**config.mk**
```make
export PLATFORM = sky130hd
export DESIGN_NAME = ism_cell
export DESIGN_NICKNAME = d
export VERILOG_FILES = /design/src/rtl/ism_pkg.sv /design/src/rtl/ism_cell.sv
export SDC_FILE = /design/constraint.sdc
export NUM_CORES = 1
export LEC_CHECK = 0
export BUFFER_PORTS_ARGS = -buffer_cell sky130_fd_sc_hd__buf_2
export CORE_MARGIN = 2
export CORE_UTILIZATION = 40
export DETAILED_ROUTE_END_ITERATION = 12
export PLACE_DENSITY = 0.71
export SLEW_MARGIN = 0
export SYNTH_ARGS = -nofsm -noshare
export SYNTH_HDL_FRONTEND = slang
export SYNTH_SLANG_ARGS = --single-unit
```
**constraint.sdc**
```tcl
create_clock -name clock -period 8.2 [get_ports clock]
set_input_delay 2.05 -clock clock [delete_from_list [all_inputs] [get_ports clock]]
set_output_delay 2.05 -clock clock [all_outputs]
set_load 0.01 [all_outputs]
```
**src/rtl/ism_pkg.sv**
```systemverilog
`default_nettype none
// ----------------------------------------------------------------------------
// ism_pkg
// Shared types and constants of the integer stack machine: opcodes, status
// codes, request and response payloads and the control word of a stack cell.
// ----------------------------------------------------------------------------
package ism_pkg;

   localparam int STACK_DEPTH = 64;
   localparam int COUNT_W     = $clog2(STACK_DEPTH + 1);
   localparam int DATA_W      = 32;

   typedef enum logic [2:0] {
      OP_PUSH = 3'd0,
      OP_PALL = 3'd1,
      OP_POP  = 3'd2,
      OP_PINT = 3'd3,
      OP_SUB  = 3'd4
   } op_type;

   typedef enum logic [2:0] {
      ST_OK         = 3'd0,
      ST_POP_EMPTY  = 3'd1,
      ST_PINT_EMPTY = 3'd2,
      ST_SUB_SHORT  = 3'd3,
      ST_FULL       = 3'd4
   } status_type;

   typedef struct packed {
      logic [2:0]               op;
      logic signed [DATA_W-1:0] value;
   } req_type;

   typedef struct packed {
      logic signed [DATA_W-1:0] data;
      logic                     has_data;
      logic [2:0]               status;
      logic                     last;
   } rsp_type;

   // what every cell does in a cycle
   typedef enum logic [2:0] {
      CM_HOLD   = 3'd0,
      CM_DOWN   = 3'd1,
      CM_UP     = 3'd2,
      CM_ROTATE = 3'd3,
      CM_SUB    = 3'd4
   } cell_mode_type;

   typedef struct packed {
      cell_mode_type mode;
      logic          is_head;
      logic          is_last;
   } cell_ctrl_type;

endpackage
`default_nettype wire

```
**src/rtl/ism_cell.sv**
```systemverilog
`default_nettype none
// ----------------------------------------------------------------------------
// ism_cell
// One stack entry. Takes its neighbour's word on push, pop and subtract, and
// joins a rotation of the occupied entries while the stack is printed.
// ----------------------------------------------------------------------------
module ism_cell
   import ism_pkg::*;
(
   input  wire                            clock,
   input  wire cell_ctrl_type             ctrl,
   input  wire logic signed [DATA_W-1:0]  up_data,
   input  wire logic signed [DATA_W-1:0]  down_data,
   input  wire logic signed [DATA_W-1:0]  top_data,
   output logic signed [DATA_W-1:0]       cell_data
);

   logic signed [DATA_W-1:0] data_ff;
   logic signed [DATA_W-1:0] data_in;

   always_comb begin
      unique case (ctrl.mode)
         CM_DOWN:   data_in = up_data;
         CM_UP:     data_in = down_data;
         // the last occupied entry picks up the old top to close the ring
         CM_ROTATE: data_in = ctrl.is_last ? top_data : down_data;
         CM_SUB:    data_in = ctrl.is_head ? (down_data - data_ff) : down_data;
         default:   data_in = data_ff;
      endcase
   end

   always_ff @(posedge clock) begin
      data_ff <= data_in;
   end

   assign cell_data = data_ff;

endmodule
`default_nettype wire

```
# Yosys cells after proc, flatten, opt, wreduce, memory -nomap -nowiden
# Index checks and enable logic that the tools add are counted.
# op_classes
n_addsub	1
n_mul	0
div	0
n_lt_le_gt_ge	0
n_eq_ne	4
shifts	0
muxes	3
n_bitwise	0
reduce_logical	1
# ops
op	count
$pmux W32 S4	1
$mux W32	2
$sub A32 B32 Y32	1
$eq A3 B2 Y1 const B	2
$reduce_bool A4 Y1	1
$eq A3 B1 Y1 const B	1
$eq A3 B3 Y1 const B	1
# totals
reg_bits	32
latchBits	0
mem_bits_rw	0
mem_bits_ro	0
output_inout_bits	32
elab_cells	10
memories	0

# Longest topological paths before layout
# logic_depth
word_depth	3
mapped_depth	13
ltp_nobuf	13

# Worst setup path after synthesis
# OpenSTA, ideal clock, no wires.
# synth_timing
path_kind	input port to flip-flop
startpoint	input port down_data[11]
endpoint	register data_ff[26] (netlist: cell_data[26]), data pin
t_arrival_ns	4.267
setup_slack_ns	3.664
path_stages	11
path_buffers	0
path_cell_list	ha_1 > a21o_1 > a21o_1 > a21oi_1 > o21ai_0 > a2111oi_2 > nor3_2 > a221o_1 > a41o_1 > xnor2_1 > o211ai_1
# synth_between
elab_chain_len	3
# synth_rtl
item	line_no	text
start, declared	ism_cell.sv:13	input wire logic signed [DATA_W-1:0] down_data,
$sub A32 B32 Y32	ism_cell.sv:27	CM_SUB: data_in = ctrl.is_head ? (down_data - data_ff) : down_data;
$mux W32	ism_cell.sv:27	
$pmux W32 S4	ism_cell.sv:22	unique case (ctrl.mode)
net data_in[26]	ism_cell.sv:19	logic signed [DATA_W-1:0] data_in;
end signal, assigned	ism_cell.sv:33	data_ff <= data_in;
end, declared	ism_cell.sv:18	logic signed [DATA_W-1:0] data_ff;
# The timed path passes the listed nets, and every way through them passes these cells.
# A chain may end at the register's enable or synchronous reset.

# Worst setup path in the final report
# layout_timing
startpoint	input port down_data[11]
endpoint	register data_ff[30] (netlist: cell_data[30]), data pin
# Same word-level chain as after synthesis.

==> impl_metrics.yaml <==
detailed_routing:
  totalWireLength_um: 10100
  drt_iter0_markers: 215
  dr_total_vias: 3519
  vias_per_cell: 5.72
  drc: 0
  ant_nets: 0
  drt_pass1_iterations: 5
  wl_per_cell_um: 16.4
global_route:
  overflow: 0
  grt_pass1_vias: 3478
  grt_max_degree: 33
  antenna_found_initial: 0
  track_usage_pct: 22.4
  grt_pass1_wl_um: 16100
die:
  num_rows: 33
  boundaryPins: 134
  core_mm2: 0.00813
  die_y_um: 95.3
  initial_utilization_pct: 41.0
  dieWidth_um: 95.3
  dieArea_mm2: 0.00908
power_and_ir_drop:
  p_switching_uw: 248
  comb_power_share_pct: 48.2
  power_uw: 654
  p_leak_uw: 0.00202
  vdd_ir_drop_max_v: 0.0000681
  sw_frac_of_total_pct: 37.9
  clkPwrFrac_pct: 18.8
  power_density_mw_per_mm2: 156
  power_frac_seq_pct: 33.0
  internal-power_uw: 406
clock_tree:
  clkTransAtPathRegs_ns: 0.06
  cts_inserted_buffers: 5
  cts-root-buf: "clkbuf_8"
  tritoncts: "yes"
  clock_latency_ns: 0.29
  clock_sinks: 32
  cts_resized: 0
  htreeDepth: 2
  ctsHoldBuffers: 0
  postCtsSetupRepairBufs: 0
  clock_path_buffers: 2
hold_path:
  holdCritStartpoint: "cell_data[31]$_DFFE_PP_"
  hold_path_class: "reg -> reg"
layout:
  drive_gt1_share_pct: 30.8
  finalNetCount: 643
  largest_reg_flops: 32
  finish.utilization_pct: 51.5
  syn2layout_area_growth_pct: 25.7
  fin_area_mm2: 0.00419
  n_antenna_cell: 0
  fill_cells: 777
logic_synthesis:
  ys_async_sr_fraction_pct: 0
  syn_area_mm2: 0.00333
  ys_types: 49
  synth_cells: 381
  syn_area_per_cell_um2: 8.75
  synth_edf_count: 32
  yosysSeqAreaShare_pct: 28.8
  synthFlopType: "edfxtp_1"
  ys_seq_elements: 32
  synth_nets: 515
  yosys_warnings: 0
sta:
  rsz0062_at_grt: "no"
  max_freq_mhz: 218
  slew_viol_final: 0
  fin_tns_setup_ns: 0
  finalSetupViolCount: 0
  finalHoldViolCount: 0
  clock_skew_ns: 0.0109
  worstMarginPinSlew_ns: 1.11
  fin_crit_sh_pct: 55.9
  period_minus_slack_ns: 4.59
  slew_headroom_pct: 25.8
worst_setup_path:
  crit_type: "in -> reg"
  arrival_ns: 4.61
  crit_buf_inv: 1
  cpMostUsedCell: "a21o_1"
  critPathRequiredTime_ns: 8.22
  path_max_fanout: 5
  r2r-start: "cell_data[11]$_DFFE_PP_"
  critPathMaxStageDelay_ns: 0.40
  path_cells: "buf_2 -> ha_1 -> a21o_1 -> a21o_1 -> a21oi_1 -> o21ai_0 -> a2111oi_2 -> nor3_2 -> a221o_1 -> nand4_1 -> a31oi_1 -> xnor2_1 -> o21ai_1"
  end_kind: "register"
  critPathLaunch: "down_data[11]"
  slowest_stage: "a2111oi_2"
  r2r_slack_ns: 5.09
  critPathTopFamily: "compound AO/OA/AOI/OAI gates"
  crit_path_start_kind: "input pin"
job:
  drv_cap: 0
run_status:
  outcome: "finished, final reports clean"
placed_design:
  placed_area_mm2: 0.00411
  hpwl_um: 7470
  portBuffers: 133
  place.gp.congestion: 0.839
## power by group through the flow
stage	registers, uW	clock network, uW	logic [uW]
after floorplan	228	0	212
after global placement	219	0	307
after detailed placement	219	0	312
after CTS	216	126	314
after global routing	218	132	353
final	216	123	315
## logic make-up after synthesis
| logic type | count (synthesis) | synth area share (%) |
|---|---|---|
| DFF | 32 | 28.8 |
| xor gates and xnor gates | 30 | 7.88 |
| buffers and inverters | 47 | 5.29 |
| AOI/OAI and AO/OA | 143 | 31.2 |
| and+or+nand+nor | 93 | 13.6 |
| muxes | 4 | 1.24 |
| adders and majority gates | 32 | 12.0 |
## synthesized netlist by cell type, drive strengths merged (4+ instances only)
master	n	share of area, %
a21oi	42	6.5
nor2	35	3.9
edfxtp	32	29
ha	32	12
inv	32	3.6
a21o	20	4.5
xnor2	20	5.3
a222oi	19	5.7
o21ai	19	3.0
nand2	18	2.1
clkbuf	15	1.7
xor2	10	2.6
a221oi	9	2.6
a31oi	8	1.5
nand3	7	1.1
and2	6	1.1
nand4	5	1.1
nor2b	5	0.94
o211ai	5	1.3
o21a	5	1.1
and3	4	0.75
nand2b	4	0.75
nor3	4	0.75
## layout by cell type (no fill, tap or decap), types with 2 or more instances in the layout
master / synthesis / layout
nand3_1: 7 / 7
nand4_1: 4 / 4
nor2b_1: 5 / 5
clkbuf_8: 0 / 5
nor2_1: 35 / 34
a21o_1: 20 / 20
clkbuf_1: 15 / 2
nand2b_1: 4 / 4
xnor2_1: 20 / 19
a222oi_1: 19 / 19
and2_1: 6 / 6
o211ai_1: 4 / 4
edfxtp_1: 32 / 32
o21ai_0: 17 / 17
a221oi_1: 8 / 8
nand2_1: 17 / 17
a221o_1: 2 / 2
a22oi_1: 3 / 3
o21a_1: 5 / 5
buf_2: 0 / 133
mux2i_1: 3 / 3
ha_1: 32 / 32
a211oi_1: 2 / 2
inv_1: 32 / 32
or3_1: 2 / 2
a21oi_2: 2 / 2
a31oi_1: 8 / 8
and3_1: 4 / 4
buf_4: 0 / 3
xor2_1: 10 / 10
nor3_1: 3 / 3
a21oi_1: 40 / 40
## stage by stage
| stage | instances | hold slack (ns) | worst slack, ns |
|---|---|---|---|
| after floorplan | 381 | 0.800 | 3.66 |
| after global placement | 607 | 0.767 | 3.37 |
| after detailed placement | 607 | 0.798 | 3.33 |
| after CTS | 615 | 0.825 | 3.64 |
| after global routing | 615 | 0.879 | 3.43 |
| final | 615 | 0.816 | 3.61 |
## area by class of cell
| cell class | instances | area, um2 | area share (%) |
|---|---|---|---|
| multi-input combinational | 302 | 2210 | 52.7 |
| sequential | 32 | 961 | 22.9 |
| tap | 105 | 131 | 3.13 |
| timing repair buffer | 136 | 688 | 16.4 |
| clock inverter | 1 | 3.75 | 0.0896 |
| clock buffer | 7 | 76.3 | 1.82 |
| inverter | 32 | 120 | 2.87 |
## path summary, 6_finish.rpt
kind,depth (start not counted),endpoint
worst min register to register,3,cell_data[31]$_DFFE_PP_
worst max-delay path,13,cell_data[30]$_DFFE_PP_
worst max register to register,13,cell_data[30]$_DFFE_PP_
worst min-delay path,3,cell_data[31]$_DFFE_PP_
## per-layer routing
metal / track usage [%] / vias to the layer above / wire length (um)
met3: 3.32 / 14 / 728
met5: 0 / - / 0
li1: - / 1712 / -
met1: 27.4 / 1643 / 4150
met2: 40.5 / 150 / 5060
met4: 6.52 / 0 / 157
## tightest hold or removal path, cell delays in order (launching register included)
cell      delay [ns]
edfxtp_1        0.39
xnor2_1         0.09
nor3_1          0.11
or3_1           0.12
(Power assumes the default switching activity.)
